## src/hw/rtl/bipolar_pwm_with_dead_band_assert.svh

```systemverilog
// ----------------------------------------------------------------------------
// Bipolar PWM assertion macros
// Clocked assertion helpers for the bipolar PWM block. Each macro expects
// clk and rst_n in scope; checks are off while reset is held.
// ----------------------------------------------------------------------------
`ifndef BIPOLAR_PWM_WITH_DEAD_BAND_ASSERT_SVH
`define BIPOLAR_PWM_WITH_DEAD_BAND_ASSERT_SVH

`ifndef ASSERT_OFF

// Same-cycle implication.
`define BPWM_ASSERT_NOW(lbl, ante, cons) \
  lbl: assert property (@(posedge clk) disable iff (!rst_n) (ante) |-> (cons)) \
    else $error("bpwm assertion failed");

// Next-cycle implication.
`define BPWM_ASSERT_NEXT(lbl, ante, cons) \
  lbl: assert property (@(posedge clk) disable iff (!rst_n) (ante) |=> (cons)) \
    else $error("bpwm assertion failed");

`else

`define BPWM_ASSERT_NOW(lbl, ante, cons)
`define BPWM_ASSERT_NEXT(lbl, ante, cons)

`endif

`endif

```

## src/hw/rtl/bpwm_pkg.sv

```systemverilog
// ----------------------------------------------------------------------------
// Bipolar PWM package
// Widths, register indexes and reset values shared by the PWM block and
// its channel interfaces.
// ----------------------------------------------------------------------------
package bpwm_pkg;

  localparam int TIME_W     = 24;           // timers and periods
  localparam int DUTY_W     = 16;
  localparam int STEP_W     = 16;
  localparam int MAG_W      = 14;           // holds full scale 10000
  localparam int PROD_W     = TIME_W + MAG_W;
  localparam int CFG_IDX_W  = 3;
  localparam int CFG_DATA_W = TIME_W;

  localparam logic [MAG_W-1:0] FULL_SCALE = MAG_W'(10000);

  localparam logic [CFG_IDX_W-1:0] CFG_PERIOD_OPEN  = 3'd0;
  localparam logic [CFG_IDX_W-1:0] CFG_PERIOD_CLOSE = 3'd1;
  localparam logic [CFG_IDX_W-1:0] CFG_DB_LOW       = 3'd2;
  localparam logic [CFG_IDX_W-1:0] CFG_DB_HIGH      = 3'd3;
  localparam logic [CFG_IDX_W-1:0] CFG_TICK_STEP    = 3'd4;

  localparam logic [TIME_W-1:0] PERIOD_RST = TIME_W'(1000000);
  localparam logic [STEP_W-1:0] STEP_RST   = STEP_W'(1000);

  typedef logic [TIME_W-1:0]        time_t;
  typedef logic signed [DUTY_W-1:0] duty_t;

endpackage

```

## src/hw/rtl/bpwm_in_if.sv

```systemverilog
// ----------------------------------------------------------------------------
// Bipolar PWM input channel
// Valid/ready channel carrying one signed duty request per tick.
// ----------------------------------------------------------------------------
interface bpwm_in_if;
  logic                 valid;
  logic                 ready;
  bpwm_pkg::duty_t      duty;

  modport source (output valid, output duty, input ready);
  modport sink   (input valid, input duty, output ready);
endinterface

```

## src/hw/rtl/bpwm_out_if.sv

```systemverilog
// ----------------------------------------------------------------------------
// Bipolar PWM result channel
// Valid/ready channel carrying the open and close output levels of a tick.
// ----------------------------------------------------------------------------
interface bpwm_out_if;
  logic valid;
  logic ready;
  logic pulse_open;
  logic pulse_close;

  modport source (output valid, output pulse_open, output pulse_close, input ready);
  modport sink   (input valid, input pulse_open, input pulse_close, output ready);
endinterface

```

## src/hw/rtl/bpwm_cfg_if.sv

```systemverilog
// ----------------------------------------------------------------------------
// Bipolar PWM configuration channel
// Valid/ready register write channel: register index and write data.
// ----------------------------------------------------------------------------
interface bpwm_cfg_if;
  logic                                 valid;
  logic                                 ready;
  logic [bpwm_pkg::CFG_IDX_W-1:0]       index;
  logic [bpwm_pkg::CFG_DATA_W-1:0]      data;

  modport source (output valid, output index, output data, input ready);
  modport sink   (input valid, input index, input data, output ready);
endinterface

```

## src/hw/rtl/bipolar_pwm_with_dead_band.sv

```systemverilog
// ----------------------------------------------------------------------------
// Bipolar PWM with dead band
// Turns a stream of signed duty requests into open/close PWM levels, one
// result per request.
// ----------------------------------------------------------------------------
// One request per clock is taken while the output is not stalled; each gives
// one result through the input register, then the result register. The
// throughput of one per cycle is set by the single pass from the input
// register to the result register: dead band and clamp, two 24x14 multiplies
// (timer*10000 and period*|duty|), one compare, and the timer add-and-wrap. A
// new request is taken while a finished result waits at the output. Registers
// are written through the configuration channel, which is always ready; write
// only while the block is idle. Unknown register indexes are ignored.
`include "bipolar_pwm_with_dead_band_assert.svh"

module bipolar_pwm_with_dead_band (
  input  logic        clk,
  input  logic        rst_n,
  bpwm_in_if.sink     in_ch,
  bpwm_out_if.source  out_ch,
  bpwm_cfg_if.sink    cfg_ch
);
  import bpwm_pkg::*;

  // configuration
  time_t                   period_open_r;
  time_t                   period_close_r;
  duty_t                   db_low_r;
  duty_t                   db_high_r;
  logic [STEP_W-1:0]       step_r;

  // input stage
  logic                    s_valid_r;
  duty_t                   s_duty_r;

  // phase timers
  time_t                   open_timer_r, open_timer_nxt;
  time_t                   close_timer_r, close_timer_nxt;

  // result stage
  logic                    out_valid_r;
  logic                    out_open_r, out_close_r;

  logic                    out_free, s_go;
  logic                    in_db, is_pos, is_neg;
  logic [DUTY_W-1:0]       neg_abs;
  logic [MAG_W-1:0]        mag;
  time_t                   act_timer, act_period, new_timer;
  logic [PROD_W-1:0]       lhs, rhs;
  logic [TIME_W:0]         sum;
  logic                    level;

  assign out_free     = !out_valid_r || out_ch.ready;
  assign s_go         = s_valid_r && out_free;
  assign in_ch.ready  = !s_valid_r || out_free;
  assign cfg_ch.ready = 1'b1;

  assign out_ch.valid       = out_valid_r;
  assign out_ch.pulse_open  = out_open_r;
  assign out_ch.pulse_close = out_close_r;

  // Dead band, clamp to full scale and pick the active side.
  always_comb begin
    in_db   = (db_low_r < s_duty_r) && (s_duty_r < db_high_r);
    is_pos  = !in_db && (s_duty_r > 0);
    is_neg  = !in_db && (s_duty_r < 0);
    neg_abs = ~s_duty_r + 1'b1;
    if (is_pos) begin
      mag = (s_duty_r >= $signed({2'b00, FULL_SCALE})) ? FULL_SCALE : s_duty_r[MAG_W-1:0];
    end else begin
      mag = (s_duty_r <= -$signed({2'b00, FULL_SCALE})) ? FULL_SCALE : neg_abs[MAG_W-1:0];
    end
    act_timer  = is_pos ? open_timer_r : close_timer_r;
    act_period = is_pos ? period_open_r : period_close_r;
  end

  // Exact fixed-point compare and timer advance.
  always_comb begin
    lhs       = PROD_W'(act_timer) * PROD_W'(FULL_SCALE);
    rhs       = PROD_W'(act_period) * PROD_W'(mag);
    level     = (lhs <= rhs);
    sum       = {1'b0, act_timer} + (TIME_W+1)'(step_r);
    new_timer = (sum >= {1'b0, act_period}) ? '0 : sum[TIME_W-1:0];
  end

  // Clear the idle side, advance the active one.
  always_comb begin
    open_timer_nxt  = open_timer_r;
    close_timer_nxt = close_timer_r;
    if (s_go) begin
      open_timer_nxt  = is_pos ? new_timer : '0;
      close_timer_nxt = is_neg ? new_timer : '0;
    end
  end

  always_ff @(posedge clk) begin
    if (!rst_n) begin
      period_open_r  <= PERIOD_RST;
      period_close_r <= PERIOD_RST;
      db_low_r       <= '0;
      db_high_r      <= '0;
      step_r         <= STEP_RST;
    end else if (cfg_ch.valid) begin
      unique case (cfg_ch.index)
        CFG_PERIOD_OPEN:  period_open_r  <= cfg_ch.data[TIME_W-1:0];
        CFG_PERIOD_CLOSE: period_close_r <= cfg_ch.data[TIME_W-1:0];
        CFG_DB_LOW:       db_low_r       <= cfg_ch.data[DUTY_W-1:0];
        CFG_DB_HIGH:      db_high_r      <= cfg_ch.data[DUTY_W-1:0];
        CFG_TICK_STEP:    step_r         <= cfg_ch.data[STEP_W-1:0];
        default: ;
      endcase
    end
  end

  always_ff @(posedge clk) begin
    if (!rst_n) begin
      s_valid_r     <= 1'b0;
      out_valid_r   <= 1'b0;
      open_timer_r  <= '0;
      close_timer_r <= '0;
    end else begin
      open_timer_r  <= open_timer_nxt;
      close_timer_r <= close_timer_nxt;
      if (in_ch.valid && in_ch.ready) begin
        s_valid_r <= 1'b1;
      end else if (s_go) begin
        s_valid_r <= 1'b0;
      end
      if (s_go) begin
        out_valid_r <= 1'b1;
      end else if (out_ch.ready) begin
        out_valid_r <= 1'b0;
      end
    end
  end

  // payload registers
  always_ff @(posedge clk) begin
    if (in_ch.valid && in_ch.ready) begin
      s_duty_r <= in_ch.duty;
    end
    if (s_go) begin
      out_open_r  <= is_pos && level;
      out_close_r <= is_neg && level;
    end
  end

  `BPWM_ASSERT_NOW(a_one_side, out_valid_r, !(out_open_r && out_close_r))
  `BPWM_ASSERT_NOW(a_one_timer, open_timer_r != '0, close_timer_r == '0)
  `BPWM_ASSERT_NEXT(a_idle_open_clear, s_go && !is_pos, open_timer_r == '0)
  `BPWM_ASSERT_NEXT(a_hold_request, s_valid_r && out_valid_r && !out_ch.ready, s_valid_r)

endmodule
```

## src/flat_wrapper.sv

```systemverilog
// flat-port wrapper written by rule: the top's interface ports become plain ports
module bipolar_pwm_with_dead_band_flat import bpwm_pkg::*;
  (clk, rst_n, in_ch_valid, in_ch_duty, in_ch_ready, out_ch_valid, out_ch_pulse_open, out_ch_pulse_close, out_ch_ready, cfg_ch_valid, cfg_ch_index, cfg_ch_data, cfg_ch_ready);
  bpwm_in_if in_ch_i ();
  bpwm_out_if out_ch_i ();
  bpwm_cfg_if cfg_ch_i ();
  input  logic clk;
  input  logic rst_n;
  input wire logic [$bits(in_ch_i.valid)-1:0] in_ch_valid;
  input wire logic [$bits(in_ch_i.duty)-1:0] in_ch_duty;
  output wire logic [$bits(in_ch_i.ready)-1:0] in_ch_ready;
  output wire logic [$bits(out_ch_i.valid)-1:0] out_ch_valid;
  output wire logic [$bits(out_ch_i.pulse_open)-1:0] out_ch_pulse_open;
  output wire logic [$bits(out_ch_i.pulse_close)-1:0] out_ch_pulse_close;
  input wire logic [$bits(out_ch_i.ready)-1:0] out_ch_ready;
  input wire logic [$bits(cfg_ch_i.valid)-1:0] cfg_ch_valid;
  input wire logic [$bits(cfg_ch_i.index)-1:0] cfg_ch_index;
  input wire logic [$bits(cfg_ch_i.data)-1:0] cfg_ch_data;
  output wire logic [$bits(cfg_ch_i.ready)-1:0] cfg_ch_ready;
  assign in_ch_i.valid = in_ch_valid;
  assign in_ch_i.duty = in_ch_duty;
  assign in_ch_ready = in_ch_i.ready;
  assign out_ch_valid = out_ch_i.valid;
  assign out_ch_pulse_open = out_ch_i.pulse_open;
  assign out_ch_pulse_close = out_ch_i.pulse_close;
  assign out_ch_i.ready = out_ch_ready;
  assign cfg_ch_i.valid = cfg_ch_valid;
  assign cfg_ch_i.index = cfg_ch_index;
  assign cfg_ch_i.data = cfg_ch_data;
  assign cfg_ch_ready = cfg_ch_i.ready;
  bipolar_pwm_with_dead_band u_core (.clk(clk), .rst_n(rst_n), .in_ch(in_ch_i), .out_ch(out_ch_i), .cfg_ch(cfg_ch_i));
endmodule
```

## config.mk

```make
export PLATFORM = sky130hd
export DESIGN_NAME = bipolar_pwm_with_dead_band_flat
export DESIGN_NICKNAME = d
export VERILOG_FILES = /design/src/hw/rtl/bpwm_pkg.sv /design/src/hw/rtl/bpwm_in_if.sv /design/src/hw/rtl/bpwm_out_if.sv /design/src/hw/rtl/bpwm_cfg_if.sv /design/src/hw/rtl/bipolar_pwm_with_dead_band.sv /design/src/flat_wrapper.sv
export VERILOG_INCLUDE_DIRS = /design/src /design/src/hw/rtl
export SDC_FILE = /design/constraint.sdc
export NUM_CORES = 2
export LEC_CHECK = 0
export BUFFER_PORTS_ARGS = -buffer_cell sky130_fd_sc_hd__buf_4
export CORE_MARGIN = 4
export CORE_UTILIZATION = 50
export DETAILED_ROUTE_END_ITERATION = 8
export PLACE_DENSITY = 0.66
export REMOVE_ABC_BUFFERS = 1
export SLEW_MARGIN = 20
export SYNTH_ARGS = -nofsm -noshare
export SYNTH_HDL_FRONTEND = slang
export SYNTH_SLANG_ARGS = --single-unit
```

## constraint.sdc

```tcl
create_clock -name clk -period 11.5 [get_ports clk]
set_input_delay 0.575 -clock clk [delete_from_list [all_inputs] [get_ports clk]]
set_output_delay 0.575 -clock clk [all_outputs]
set_load 0.02 [all_outputs]
```

==> implementation parameters <==
Parameter                              Value

Route
  Per-cell routed wire length    20.22 um
  Via total after detailed routing    around 20000
  Detailed Routing Iterations Pass 1    5
  Via density per instance    ~5.6
  Number of DRC violations after detailed-routing iteration 0    about 1700
  Antenna violation net count after detailed routing    0
  DRC Markers    0
  Total detailed-routing wirelength    between 70000 and 80000 um

Critical path
  Kind of critical path    register to register
  Crit path capture type    register
  Setup crit start kind    register
  Arrival time of the worst setup path    around 11 ns
  R2r worst-path depth    43
  Slowest cell on the critical path    fa_1
  Worst path required time    11.67 ns
  Delay of the slowest cell on the worst path    0.58 ns
  Maximum net fanout on the critical path    12

Final layout
  Post-Layout Cell Count    around 3600
  Fill cell instance count of the final layout    ~4300
  Fraction of layout cells with a size suffix above 1    a little under a tenth
  Most used cells in the layout excluding fill and tap cells    517 x nand2_1, 510 x inv_1, 319 x fa_1
  Final-stage net count    3620
  Antenna fix cells    0
  Core Util, Final    between 50% and 60%
  Synthesis-to-layout area growth    10.03%
  Most frequent standard cell in the layout excluding fill and tap cells    nand2_1
  Summed area of non-filler cells in the final layout    approximately 26000 um^2

Power and ir drop
  Pwr/cell area    140.4 nW/um^2
  Worst IR Drop VDD    roughly 170 uV
  Leakage power    ~14 nW

Floorplan
  Initial standard-cell utilization of the core    about 51%
  Die Y-Extent    approximately 230 um
  Area of the core    approximately 47000 um^2
  X dimension of the die    between 200 and 250 um
  Die area    just over 50000 um^2
  Cell Rows    around 80
  Top-level I/O count    53

Timing
  Max_slew headroom    ~28%
  Setup TNS    0 ns
  Fmax    around 90 MHz
  Minimum setup slack in the final design    around 0.40 ns
  Setup violations, final    0
  Share of the clock period used by the worst path after layout    a little over nine tenths
  Min Tclk post-route    approximately 11 ns
  Fin. Hold Viols    0
  Largest clock skew in the final design    ~0.016 ns
  Slew @ Worst Pin    1.081 ns
  Slew Limit Fails    0

Clock tree
  CTS H-Tree Depth    4
  Largest buffer count on any clock path    2
  Clock Latency Late Sink    0.46 ns
  Number of buffers created by CTS    17
  Clk sinks    ~160
  CTS root buf    clkbuf_16
  Number of hold-repair buffers added at the cts stage    0
  Clock slew at reported path FFs    about 0.07 ns
  TritonCTS clock tree    built

Global route
  Number of antenna violations at the first check in global routing    0
  Vias in the first global route    19980
  Total GRT Usage    between 20% and 30%
  Maximum number of pins on one net before global-route repair    105
  Wire length of the first global-routing pass    roughly 110000 um
  GRT Residual Overflow    0

Hold path
  Path category of the worst min-delay check    input pin to register
  Hold Crit Depth    1

Run
  Number of maximum-capacitance violations    0

Synth
  Gate count after technology mapping    roughly 2800
  Mean cell area of the mapped netlist    between 8 and 9 um^2
  Sequential area share after synthesis    approximately 14%
  Number of flops mapped to enable cells by yosys    18
  Cell Area, Synth    23960 um^2
  Count of state elements after synthesis    about 160
  Number of distinct library cells after synthesis    just over 80
  Library cell with the largest summed area after synthesis    fa_1
  Fraction of synthesized cell area taken by the top area cell type    ~27%
  Largest cells by area after synthesis    fa_1 27%, ha_1 16%, dfxtp_1 12%
  Fraction of synthesis flops using an asynchronous set or reset pin    0%
  Predominant post-synthesis flop cell    dfxtp_1
  Total number of yosys warnings    0

Placed design
  Final RePlAce weighted congestion    between 1 and 1.5
  Worst Setup Slack post-DPL    -0.07096 ns
  # port buffers    between 50 and 60
  Placed instance count    3509
  Detail Placement HPWL    59930 um
  Placed cell areas    between 20000 and 30000 um^2

Status
  Outcome    complete, no violations
flip-flops by register name (all words and copies together) (netlist names):
| register | count |
|---|---|
| u_core.close_timer_r | 24 |
| u_core.out_ch.valid | 1 |
| u_core.out_ch.pulse_close | 1 |
| u_core.s_duty_r | 16 |
| u_core.s_valid_r | 1 |
| u_core.period_close_r | 24 |
| u_core.open_timer_r | 24 |
| u_core.db_low_r | 16 |
| u_core.db_high_r | 16 |
| u_core.step_r | 16 |
| u_core.period_open_r | 24 |
| u_core.out_ch.pulse_open | 1 |
power by group:
part,internal [mW],leakage (nW),switching (mW)
sequential,0.594,1.36,0.0129
combinational,1.04,11.9,1.51
clock,0.291,0.275,0.253
total,1.92,13.5,1.78
cells by family (layout without fill, tap and decap cells):
logic type | after synthesis | count (layout) | synth area share, %
AND/OR/NAND/NOR | 906 | 906 | 16.06
adder cells (fa/ha/maj) | 627 | 627 | 42.79
buffers and inverters | 608 | 718 | 9.968
AO/OA/AOI/OAI | 433 | 434 | 12.61
flip-flops | 164 | 164 | 14.45
XOR/XNOR | 82 | 82 | 2.997
multiplexers | 26 | 26 | 1.102
other | 1 | 1 | 0.01565
worst paths after layout:
path | startpoint | endpoint | slack [ns]
min | in_ch_duty[11] | u_core.s_duty_r[11]$_DFFE_PP_ | 0.29
min reg2reg | u_core.close_timer_r[21]$_SDFFE_PN0P_ | u_core.close_timer_r[21]$_SDFFE_PN0P_ | 0.45
max | u_core.s_duty_r[13]$_DFFE_PP_ | u_core.out_ch.pulse_close$_DFFE_PP_ | 0.40
max reg2reg | u_core.s_duty_r[13]$_DFFE_PP_ | u_core.out_ch.pulse_close$_DFFE_PP_ | 0.40
synth_stat cells, drive strengths merged (7+ instances only):
cell	n
fa	321
nand3	48
inv	515
nor2b	16
buf	42
edfxtp	18
a21o	49
nand4	25
and2	17
a211oi	10
and3	10
a22o	41
a21boi	78
a21oi	93
o21a	19
nand2b	8
clkbuf	47
o22ai	7
mux2i	26
o21bai	9
nand2	523
xor2	34
a31oi	10
nor3	27
or3	10
dfxtp	146
o21ai	59
ha	306
nor2	199
xnor2	48
critical path: cells and delay by family, from the launching register on:
kind | cells | cell delay [ns]
adders and majority gates | 9 | 4.14
AOI/OAI and AO/OA | 15 | 3.72
and+or+nand+nor | 9 | 1.56
buffers and inverters | 9 | 0.85
DFF | 1 | 0.38
xor gates and xnor gates | 1 | 0.15
area by class of cell:
class / count / area (um^2) / area share (%)
Clock inverter: 12 / 95.09 / 0.3607
Clock buffer: 20 / 456.7 / 1.732
Sequential cell: 164 / 3463 / 13.14
Timing Repair Buffer: 167 / 1306 / 4.954
Inverter: 519 / 1956 / 7.417
Multi-Input combinational cell: 2076 / 18330 / 69.52
Tap cell: 607 / 759.5 / 2.881
through the flow:
step,power (mW),hold WS [ns]
2_1_floorplan,2.379,0.4244
3_3_place_gp,2.978,0.4349
3_5_place_dp,3.036,0.4398
4_1_cts,3.602,0.2805
5_1_grt,4.052,0.2840
6_report,3.701,0.2903
what timing repair did:
| action | 4_1_cts | 5_1_grt |
|---|---|---|
| pin swaps | 0 | 15 |
| gates cloned | 0 | 1 |
| endpoints found under the setup margin | 2 | 2 |
| setup buffers | 0 | 23 |
| resized for setup | 2 | 48 |
layer usage:
| layer | wire length, um | GRT usage [%] |
|---|---|---|
| met5 | 0 | 0 |
| met4 | 2546 | 9.682 |
| met3 | 5159 | 3.340 |
| met2 | 32350 | 43.60 |
| met1 | 32040 | 40.62 |
Power figures use the tool's default switching activity.
